File: src/rtl/core/ttmb_pkg.sv
package ttmb_pkg;

   // Field widths.
   localparam int KEY_W   = 7;
   localparam int TIME_W  = 32;
   localparam int MIN_W   = 10;
   localparam int MAX_W   = 16;
   localparam int IVL_W   = 16;
   localparam int TEMPO_W = 19;

   // Stream packing.
   localparam int REQ_DATA_W = 48;
   localparam int RSP_DATA_W = 24;

   // Interval window.
   localparam int WIN_LEN   = 7;
   localparam int WIN_IDX_W = $clog2(WIN_LEN);
   localparam int RANK_W    = $clog2(WIN_LEN + 1);
   localparam int MID_RANK  = WIN_LEN / 2;

   // Tempo division: 60000 ms per minute times 256 for Q8.
   localparam int                 NUMER_W    = 24;
   localparam int                 DIV_CNT_W  = $clog2(NUMER_W);
   localparam logic [NUMER_W-1:0] DIV_NUMER  = 24'd15360000;
   localparam logic [TEMPO_W-1:0] TEMPO_MAX  = 19'd307200;

   // Configuration register map.
   localparam int               CSR_IDX_W     = 2;
   localparam int               CSR_DATA_W    = 16;
   localparam logic [CSR_IDX_W-1:0] CSR_BEAT_KEY = 2'd0;
   localparam logic [CSR_IDX_W-1:0] CSR_MIN_IVL  = 2'd1;
   localparam logic [CSR_IDX_W-1:0] CSR_MAX_IVL  = 2'd2;

   localparam logic [KEY_W-1:0] BEAT_KEY_RST = 7'd41;
   localparam logic [MIN_W-1:0] MIN_IVL_RST  = 10'd100;
   localparam logic [MAX_W-1:0] MAX_IVL_RST  = 16'd5000;

   // Commands from the controller to the datapath.
   typedef struct packed {
      logic capture;
      logic tap;
      logic med_step;
      logic div_init;
      logic div_step;
      logic set_tempo;
      logic load_out;
   } cmd_type;

   // Status from the datapath to the controller.
   typedef struct packed {
      logic beat_held;
      logic med_last;
      logic div_last;
   } sts_type;

   // Power-up contents of the interval window, oldest entry first.
   function automatic logic [IVL_W-1:0] win_reset(input int idx);
      logic [IVL_W-1:0] val;
      case (idx)
         0:       val = 16'd900;
         1:       val = 16'd1200;
         2:       val = 16'd1100;
         3:       val = 16'd1000;
         4:       val = 16'd1400;
         5:       val = 16'd1000;
         6:       val = 16'd1000;
         default: val = 16'd1000;
      endcase
      return val;
   endfunction

endpackage

File: src/rtl/core/ttmb_dp.sv
module ttmb_dp (
   input  logic                            clock,
   input  logic                            reset,
   input  ttmb_pkg::cmd_type               cmd,
   output ttmb_pkg::sts_type               sts,
   input  logic [ttmb_pkg::KEY_W-1:0]      in_key,
   input  logic [ttmb_pkg::TIME_W-1:0]     in_time,
   input  logic                            in_beat_held,
   input  logic                            in_flash_held,
   input  logic                            csr_we,
   input  logic [ttmb_pkg::CSR_IDX_W-1:0]  csr_index,
   input  logic [ttmb_pkg::CSR_DATA_W-1:0] csr_wdata,
   output logic [ttmb_pkg::TEMPO_W-1:0]    out_tempo,
   output logic                            out_updated,
   output logic                            out_flash
);
   import ttmb_pkg::*;

   logic [KEY_W-1:0]     beat_key_ff, beat_key_in;
   logic [MIN_W-1:0]     min_ivl_ff, min_ivl_in;
   logic [MAX_W-1:0]     max_ivl_ff, max_ivl_in;

   logic [KEY_W-1:0]     key_ff;
   logic [TIME_W-1:0]    time_ff;
   logic                 beat_ff;
   logic                 flash_ff;

   logic [IVL_W-1:0]     win_ff [WIN_LEN];
   logic [IVL_W-1:0]     win_in [WIN_LEN];
   logic [TIME_W-1:0]    last_tap_ff, last_tap_in;
   logic [TEMPO_W-1:0]   tempo_ff, tempo_in;

   logic [WIN_IDX_W-1:0] med_idx_ff, med_idx_in;
   logic [IVL_W-1:0]     median_ff, median_in;
   logic [IVL_W-1:0]     cur;
   logic [WIN_LEN-1:0]   ahead;
   logic [RANK_W-1:0]    rank;

   logic [IVL_W-1:0]     rem_ff, rem_in;
   logic [NUMER_W-1:0]   quo_ff, quo_in;
   logic [DIV_CNT_W-1:0] div_cnt_ff, div_cnt_in;
   logic [IVL_W:0]       trial;
   logic [IVL_W:0]       trial_sub;
   logic                 fits;

   logic [TIME_W-1:0]    diff;
   logic                 in_range;

   logic [TEMPO_W-1:0]   out_tempo_ff, out_tempo_in;
   logic                 out_updated_ff, out_updated_in;
   logic                 out_flash_ff, out_flash_in;

   // Configuration registers; writes to unknown indexes are dropped.
   always_comb begin
      beat_key_in = beat_key_ff;
      min_ivl_in  = min_ivl_ff;
      max_ivl_in  = max_ivl_ff;
      if (csr_we) begin
         unique case (csr_index)
            CSR_BEAT_KEY: beat_key_in = csr_wdata[KEY_W-1:0];
            CSR_MIN_IVL:  min_ivl_in  = csr_wdata[MIN_W-1:0];
            CSR_MAX_IVL:  max_ivl_in  = csr_wdata[MAX_W-1:0];
            default: ;
         endcase
      end
   end

   // Tap interval and window shift.
   assign diff     = time_ff - last_tap_ff;
   assign in_range = (diff > TIME_W'(min_ivl_ff)) && (diff < TIME_W'(max_ivl_ff));

   always_comb begin
      last_tap_in = last_tap_ff;
      for (int i = 0; i < WIN_LEN; i++) begin
         win_in[i] = win_ff[i];
      end
      if (cmd.tap && beat_ff && (key_ff == beat_key_ff)) begin
         last_tap_in = time_ff;
         if (in_range) begin
            for (int i = 0; i < WIN_LEN - 1; i++) begin
               win_in[i] = win_ff[i + 1];
            end
            win_in[WIN_LEN-1] = diff[IVL_W-1:0];
         end
      end
   end

   // Median select: one entry per cycle, its descending rank with ties
   // broken by position.
   always_comb begin
      cur = win_ff[med_idx_ff];
      for (int j = 0; j < WIN_LEN; j++) begin
         ahead[j] = (win_ff[j] > cur) ||
                    ((win_ff[j] == cur) && (WIN_IDX_W'(j) < med_idx_ff));
      end
      rank = RANK_W'($countones(ahead));
   end

   always_comb begin
      med_idx_in = med_idx_ff;
      median_in  = median_ff;
      if (cmd.tap) begin
         med_idx_in = '0;
      end else if (cmd.med_step) begin
         med_idx_in = med_idx_ff + 1'b1;
         if (rank == RANK_W'(MID_RANK)) begin
            median_in = cur;
         end
      end
   end

   // Restoring divider, one quotient bit per cycle. A median of zero
   // gives an all-ones quotient, which the clamp below catches.
   assign trial     = {rem_ff, quo_ff[NUMER_W-1]};
   assign trial_sub = trial - {1'b0, median_ff};
   assign fits      = trial >= {1'b0, median_ff};

   always_comb begin
      rem_in     = rem_ff;
      quo_in     = quo_ff;
      div_cnt_in = div_cnt_ff;
      if (cmd.div_init) begin
         rem_in     = '0;
         quo_in     = DIV_NUMER;
         div_cnt_in = '0;
      end else if (cmd.div_step) begin
         rem_in     = fits ? trial_sub[IVL_W-1:0] : trial[IVL_W-1:0];
         quo_in     = {quo_ff[NUMER_W-2:0], fits};
         div_cnt_in = div_cnt_ff + 1'b1;
      end
   end

   always_comb begin
      tempo_in = tempo_ff;
      if (cmd.set_tempo) begin
         tempo_in = (quo_ff > NUMER_W'(TEMPO_MAX)) ? TEMPO_MAX : quo_ff[TEMPO_W-1:0];
      end
   end

   // Result register.
   always_comb begin
      out_tempo_in   = out_tempo_ff;
      out_updated_in = out_updated_ff;
      out_flash_in   = out_flash_ff;
      if (cmd.load_out) begin
         out_tempo_in   = tempo_ff;
         out_updated_in = beat_ff;
         out_flash_in   = flash_ff;
      end
   end

   always_ff @(posedge clock) begin
      if (reset) begin
         beat_key_ff <= BEAT_KEY_RST;
         min_ivl_ff  <= MIN_IVL_RST;
         max_ivl_ff  <= MAX_IVL_RST;
         last_tap_ff <= '0;
         tempo_ff    <= '0;
         for (int i = 0; i < WIN_LEN; i++) begin
            win_ff[i] <= win_reset(i);
         end
      end else begin
         beat_key_ff <= beat_key_in;
         min_ivl_ff  <= min_ivl_in;
         max_ivl_ff  <= max_ivl_in;
         last_tap_ff <= last_tap_in;
         tempo_ff    <= tempo_in;
         for (int i = 0; i < WIN_LEN; i++) begin
            win_ff[i] <= win_in[i];
         end
      end
   end

   always_ff @(posedge clock) begin
      if (cmd.capture) begin
         key_ff   <= in_key;
         time_ff  <= in_time;
         beat_ff  <= in_beat_held;
         flash_ff <= in_flash_held;
      end
      med_idx_ff     <= med_idx_in;
      median_ff      <= median_in;
      rem_ff         <= rem_in;
      quo_ff         <= quo_in;
      div_cnt_ff     <= div_cnt_in;
      out_tempo_ff   <= out_tempo_in;
      out_updated_ff <= out_updated_in;
      out_flash_ff   <= out_flash_in;
   end

   assign sts.beat_held = beat_ff;
   assign sts.med_last  = (med_idx_ff == WIN_IDX_W'(WIN_LEN - 1));
   assign sts.div_last  = (div_cnt_ff == DIV_CNT_W'(NUMER_W - 1));

   assign out_tempo   = out_tempo_ff;
   assign out_updated = out_updated_ff;
   assign out_flash   = out_flash_ff;

endmodule

File: src/rtl/core/ttmb_ctrl.sv
module ttmb_ctrl (
   input  logic              clock,
   input  logic              reset,
   input  logic              req_tvalid,
   output logic              req_tready,
   output logic              rsp_tvalid,
   input  logic              rsp_tready,
   output ttmb_pkg::cmd_type cmd,
   input  ttmb_pkg::sts_type sts
);
   import ttmb_pkg::*;

   localparam logic [2:0] ST_IDLE   = 3'd0;
   localparam logic [2:0] ST_TAP    = 3'd1;
   localparam logic [2:0] ST_MEDIAN = 3'd2;
   localparam logic [2:0] ST_DIVSET = 3'd3;
   localparam logic [2:0] ST_DIVIDE = 3'd4;
   localparam logic [2:0] ST_TEMPO  = 3'd5;
   localparam logic [2:0] ST_FINISH = 3'd6;

   logic [2:0] state_ff, state_in;
   logic       valid_ff, valid_in;
   logic       out_free;

   // The result register can take a new item when empty or being drained.
   assign out_free   = !valid_ff || rsp_tready;
   assign req_tready = (state_ff == ST_IDLE);

   always_comb begin
      state_in = state_ff;
      cmd      = '0;
      unique case (state_ff)
         ST_IDLE: begin
            if (req_tvalid) begin
               cmd.capture = 1'b1;
               state_in    = ST_TAP;
            end
         end
         ST_TAP: begin
            cmd.tap  = 1'b1;
            state_in = sts.beat_held ? ST_MEDIAN : ST_FINISH;
         end
         ST_MEDIAN: begin
            cmd.med_step = 1'b1;
            if (sts.med_last) begin
               state_in = ST_DIVSET;
            end
         end
         ST_DIVSET: begin
            cmd.div_init = 1'b1;
            state_in     = ST_DIVIDE;
         end
         ST_DIVIDE: begin
            cmd.div_step = 1'b1;
            if (sts.div_last) begin
               state_in = ST_TEMPO;
            end
         end
         ST_TEMPO: begin
            cmd.set_tempo = 1'b1;
            state_in      = ST_FINISH;
         end
         ST_FINISH: begin
            if (out_free) begin
               cmd.load_out = 1'b1;
               state_in     = ST_IDLE;
            end
         end
         default: state_in = ST_IDLE;
      endcase
   end

   assign valid_in = cmd.load_out || (valid_ff && !rsp_tready);

   always_ff @(posedge clock) begin
      if (reset) begin
         state_ff <= ST_IDLE;
         valid_ff <= 1'b0;
      end else begin
         state_ff <= state_in;
         valid_ff <= valid_in;
      end
   end

   assign rsp_tvalid = valid_ff;

endmodule

File: src/rtl/core/tap_tempo_median_bpm.sv
// After acceptance a beat-held item passes through tap update, median select, divider
// setup, division, clamp and result load; other items pass only tap update and result
// load. The next item is accepted only after the result load, which waits for a free
// result register. Median select takes one entry per cycle and the divider one quotient
// bit per cycle. Reset is synchronous and active high: it restores the configuration,
// window, last tap time, tempo (zero) and control state; items are taken right after.
module tap_tempo_median_bpm (
   input  logic                             clock,
   input  logic                             reset,
   // req_tdata, lowest bit first: key_number[6:0], time_ms[38:7], beat_key_held[39],
   // flash_key_held[40], zero fill[47:41].
   input  logic                             req_tvalid,
   output logic                             req_tready,
   input  logic [ttmb_pkg::REQ_DATA_W-1:0]  req_tdata,
   // rsp_tdata, lowest bit first: tempo_q8[18:0], tempo_updated[19], flash_trigger[20],
   // zero fill[23:21].
   output logic                             rsp_tvalid,
   input  logic                             rsp_tready,
   output logic [ttmb_pkg::RSP_DATA_W-1:0]  rsp_tdata,
   input  logic                             csr_we,
   input  logic [ttmb_pkg::CSR_IDX_W-1:0]   csr_index,
   input  logic [ttmb_pkg::CSR_DATA_W-1:0]  csr_wdata
);
   import ttmb_pkg::*;

   cmd_type             cmd;
   sts_type             sts;
   logic [TEMPO_W-1:0]  out_tempo;
   logic                out_updated;
   logic                out_flash;

   // The controller sequences one item at a time through tap update and, for
   // beat-held items, median select and division. The result has its own
   // register; the next item is accepted while the last result waits to be taken.
   ttmb_ctrl u_ctrl (
      .clock      (clock),
      .reset      (reset),
      .req_tvalid (req_tvalid),
      .req_tready (req_tready),
      .rsp_tvalid (rsp_tvalid),
      .rsp_tready (rsp_tready),
      .cmd        (cmd),
      .sts        (sts)
   );

   // The datapath holds the configuration registers, the interval window,
   // the last tap time, the median selector, the divider and the result.
   ttmb_dp u_dp (
      .clock         (clock),
      .reset         (reset),
      .cmd           (cmd),
      .sts           (sts),
      .in_key        (req_tdata[KEY_W-1:0]),
      .in_time       (req_tdata[KEY_W+TIME_W-1:KEY_W]),
      .in_beat_held  (req_tdata[KEY_W+TIME_W]),
      .in_flash_held (req_tdata[KEY_W+TIME_W+1]),
      .csr_we        (csr_we),
      .csr_index     (csr_index),
      .csr_wdata     (csr_wdata),
      .out_tempo     (out_tempo),
      .out_updated   (out_updated),
      .out_flash     (out_flash)
   );

   // Pack the result fields, padding the top bits with zeros.
   assign rsp_tdata = {(RSP_DATA_W - TEMPO_W - 2)'(0), out_flash, out_updated, out_tempo};

endmodule
File: config.mk
export PLATFORM = sky130hd
export DESIGN_NAME = tap_tempo_median_bpm
export DESIGN_NICKNAME = d
export VERILOG_FILES = /design/src/rtl/core/ttmb_pkg.sv /design/src/rtl/core/ttmb_dp.sv /design/src/rtl/core/ttmb_ctrl.sv /design/src/rtl/core/tap_tempo_median_bpm.sv
export SDC_FILE = /design/constraint.sdc
export NUM_CORES = 1
export LEC_CHECK = 0
export ABC_AREA = 0
export BUFFER_PORTS_ARGS = -buffer_cell sky130_fd_sc_hd__buf_2
export CORE_MARGIN = 2
export CORE_UTILIZATION = 55
export CTS_CLUSTER_DIAMETER = 200
export CTS_CLUSTER_SIZE = 12
export DETAILED_ROUTE_END_ITERATION = 16
export PLACE_DENSITY = 0.79
export SLEW_MARGIN = 5
export SYNTH_ARGS = -nofsm -noshare
export SYNTH_HDL_FRONTEND = slang
export SYNTH_SLANG_ARGS = --single-unit
File: constraint.sdc
create_clock -name clock -period 6.19 [get_ports clock]
set_input_delay 0.3095 -clock clock [delete_from_list [all_inputs] [get_ports clock]]
set_output_delay 0.3095 -clock clock [all_outputs]
set_load 0.01 [all_outputs]
==> impl_metrics.env <==
export IMPL_irDropWorstVdd_mv=0.299
export IMPL_drc=0
export IMPL_timing_clock_skew_ns=0.0279
export IMPL_detailroute_via_count=15000
export IMPL_maxClockFrequency_ghz=0.174
export IMPL_hold_depth=2
export IMPL_setup_viol=0
export IMPL_place_gp_congestion=0.896
export IMPL_timing_final_crit_period_ns=5.75
export IMPL_path_buf_inv=2
export IMPL_grt_start_max_net_pins=155
export IMPL_root_buffer="sky130_fd_sc_hd__clkbuf_16"
export IMPL_min_delay_start="csr_wdata[3]"
export IMPL_crit_family="adder cells"
export IMPL_synth_edff_count=78
export IMPL_rr_worst_depth=22
export IMPL_critPathCaptureType="flop"
export IMPL_setup_worst_path_start_class="flop"
export IMPL_drive_above_1_share_pct=8.05
export IMPL_numCtsBuffers=31
export IMPL_syn_std_cell_area_um2=19000
export IMPL_via_per_inst=5.75
export IMPL_hold_path_endpoint="u_dp.max_ivl_ff[3]"
export IMPL_tightest_slew_ns=1.05
export IMPL_nNetsFinal=2395
export IMPL_clock_transition_at_path_regs_ns=0.07
export IMPL_ordered_list_of_cells_on_the_worst_path="mux4_2 -> nand2_1 -> and2_1 -> ha_1 -> nor2b_1 -> o21a_1 -> o21a_1 -> o21a_1 -> o21a_1 -> o21a_1 -> o21ai_0 -> nand2_1 -> a221oi_1 -> a21oi_1 -> ha_1 -> fa_1 -> ha_1 -> inv_1 -> fa_1 -> xor2_1 -> nor3_2 -> buf_4"
export IMPL_yosys_cell_types_count=70
export IMPL_fp_dieW_um=190
export IMPL_slew_viol_final=0
export IMPL_dieHeight_um=190
export IMPL_core_region_area_um2=34300
export IMPL_arrival_ns=6.02
export IMPL_cp_depth=22
export IMPL_rrSetupSlack_ns=0.44
export IMPL_power_per_cell_area_nw_per_um2=356
export IMPL_cts_root_to_sink_buffers=3
export IMPL_postSynthCellCount=2032
export IMPL_async_s_r_ff_share_synth_pct=0
export IMPL_setup_total_negative_slack_ns=0
export IMPL_floorplan_die_area_um2=36100
export IMPL_synth_to_final_area_change_pct=11.3
export IMPL_worst_skew_pair_late_latency_ns=0.58
export IMPL_rsz_0062_raised_after_global_routing="false"
export IMPL_firstDrtPassIters=5
export IMPL_finalCritPeriodShare_pct=92.9
export IMPL_outcome="finished clean"
export IMPL_route_antenna_remaining_nets=0
export IMPL_grt_overflow_total=0
export IMPL_final_hold_vios=0
export IMPL_grt_antenna_before_repair=0
export IMPL_cp_max_fo=16
export IMPL_clock_sink_count=329
export IMPL_wire_per_inst_um=17.0
export IMPL_placementRows=68
export IMPL_most_instantiated_flip_flop_cell_in_the_synthesis_netlist="sky130_fd_sc_hd__dfxtp_1"
export IMPL_synth_warning_count=0
export IMPL_post_dp_hpwl_um=31200
export IMPL_boundaryPins=97
export IMPL_ys_seq_elements=329
export IMPL_slowest_stage="sky130_fd_sc_hd__dfxtp_1"
export IMPL_timing_critical_path_required_ns=6.46
export IMPL_finish_instance_area_um2=21100
export IMPL_tritoncts_clock_tree="done"
export IMPL_fillerInstances=2767
export IMPL_finalWirelength_um=44400
export IMPL_p_leak_uw=0.00827
export IMPL_initial_utilization_pct=55.4
export IMPL_regToRegEndpoint="u_dp.median_ff[11]"
export IMPL_slowest_cell_delay_on_critical_path_ns=0.66
export IMPL_grtUsageTotal_pct=24.4
export IMPL_synth_avg_cell_area_um2=9.35
export IMPL_placed_area_um2=19700
export IMPL_setup_worst_path_class="reg2reg"
export IMPL_cts_htree_levels=1
export IMPL_holdCritPathClass="in2reg"
export IMPL_relSlewSlack_pct=29.7
export IMPL_synth_sequential_area_ratio_pct=38.8
export IMPL_grt_pass1_vias=14700
export IMPL_port_buffer_count=86
export IMPL_max_cap_violations=0
export IMPL_grt_pass1_wl_um=72600
export IMPL_drt_first_iter_violations=918
export IMPL_n_antenna_cell=0
export IMPL_critical_path_top_cell_by_count="sky130_fd_sc_hd__o21a_1"
## through the flow
step	util [%]	total power [uW]	hold WS, ns	setup WS [ns]	cells
global placement	57.6	5640	0.400	0.601	2497
floorplan	-	5040	0.400	0.0428	2034
finish	61.7	7530	0.0147	0.438	2603
global route	61.7	8090	0.0321	0.0332	2603
detailed placement	57.6	5770	0.415	0.509	2497
CTS	61.6	7540	0.00386	0.472	2603
## routing by layer
layer | track usage, % | routed length (um) | vias to the layer above
met2 | 43.3 | 21600 | 395
met1 | 31.1 | 19500 | 7084
li1 | - | - | 7393
met4 | 8.20 | 1440 | 0
met3 | 2.31 | 1800 | 97
met5 | 0 | 0 | -
## repair_timing
action                    4_1_cts  5_1_grt
hold buffers                   53        0
setup buffers                   0        0
resized for setup               0        0
hold endpoints to repair       58        0
## cell type report
type	count	area (um2)	share of cell area [%]
timing repair buffer	154	1120	5.28
multi-input combinational	1485	10700	50.8
clock buffer	51	851	4.02
inverter	127	477	2.25
sequential	329	7370	34.9
clock inverter	2	17.5	0.0829
tap	455	569	2.69
## cells by family after synthesis
| logic type | count (synthesis) | share of synthesized area (%) |
|---|---|---|
| compound gates | 400 | 13.4 |
| xor+xnor | 37 | 1.71 |
| fa+ha+maj | 196 | 13.1 |
| buf+inv | 220 | 4.86 |
| flops | 329 | 38.8 |
| mux | 189 | 11.0 |
| other cells | 1 | 0.0197 |
| simple gates | 660 | 17.1 |
## Yosys cell counts, types with 18 or more instances
cell type                  count  area share, %
sky130_fd_sc_hd__dfxtp_1     251             26
sky130_fd_sc_hd__nor2_1      196            3.9
sky130_fd_sc_hd__ha_1        191             13
sky130_fd_sc_hd__mux2i_1     172            9.1
sky130_fd_sc_hd__nand2_1     163            3.2
sky130_fd_sc_hd__a21oi_1     127            3.3
sky130_fd_sc_hd__inv_1       126            2.5
sky130_fd_sc_hd__nand2b_1    117            3.9
sky130_fd_sc_hd__edfxtp_1     78             12
sky130_fd_sc_hd__o21ai_0      71            1.9
sky130_fd_sc_hd__clkbuf_1     67            1.3
sky130_fd_sc_hd__o21a_1       48            1.9
sky130_fd_sc_hd__nand4_1      43            1.4
sky130_fd_sc_hd__a21o_1       32            1.3
sky130_fd_sc_hd__nor2b_1      25           0.82
sky130_fd_sc_hd__nand3_1      22           0.58
sky130_fd_sc_hd__nor3_1       21           0.55
sky130_fd_sc_hd__xnor2_1      19           0.88
sky130_fd_sc_hd__xor2_1       18           0.83
## cell usage in the layout (no fill, tap or decap), drive strengths merged, types with 16 or more instances in the layout
cell type | netlist | final
o21ai | 78 | 78
nand2b | 117 | 117
ha | 191 | 191
clkbuf | 67 | 51
dlygate4sd3 | 0 | 53
o21a | 48 | 48
edfxtp | 78 | 78
nand3 | 22 | 22
xnor2 | 19 | 19
nor3 | 22 | 22
a21oi | 129 | 129
and2 | 17 | 17
a22oi | 17 | 17
nor2b | 25 | 25
nand2 | 163 | 163
inv | 126 | 128
dfxtp | 251 | 251
mux4 | 16 | 16
nand4 | 43 | 43
buf | 26 | 101
xor2 | 18 | 18
a21o | 32 | 32
mux2i | 172 | 172
nor2 | 196 | 196
## state kept, by name (all words and copies together), names as in the netlist, 3 cells and up, named ones only
name and flops:
u_dp.win_ff 112, u_dp.last_tap_ff 32, u_dp.time_ff 32, u_dp.quo_ff 24, u_dp.out_tempo 19, u_dp.tempo_ff 19, u_dp.max_ivl_ff 16, u_dp.median_ff 16
u_dp.rem_ff 16, u_dp.min_ivl_ff 10, u_dp.beat_key_ff 7, u_dp.key_ff 7, u_dp.div_cnt_ff 5, u_ctrl.state_ff 3, u_dp.med_idx_ff 3
## power breakdown
group	internal [uW]	switching [uW]	total, uW
clock	928	800	1730
sequential	2440	168	2610
combinational	1390	1800	3200
total	4760	2770	7530
## worst max path at each step
stage / endpoint / start
2_1_floorplan: u_dp.median_ff[0] / flop
3_3_place_gp: u_dp.median_ff[2] / flop
3_5_place_dp: u_dp.median_ff[4] / flop
4_1_cts: u_dp.median_ff[11] / flop
5_1_grt: u_dp.median_ff[11] / flop
6_report: u_dp.median_ff[11] / flop
No activity file was read; power rests on OpenSTA's default activity.
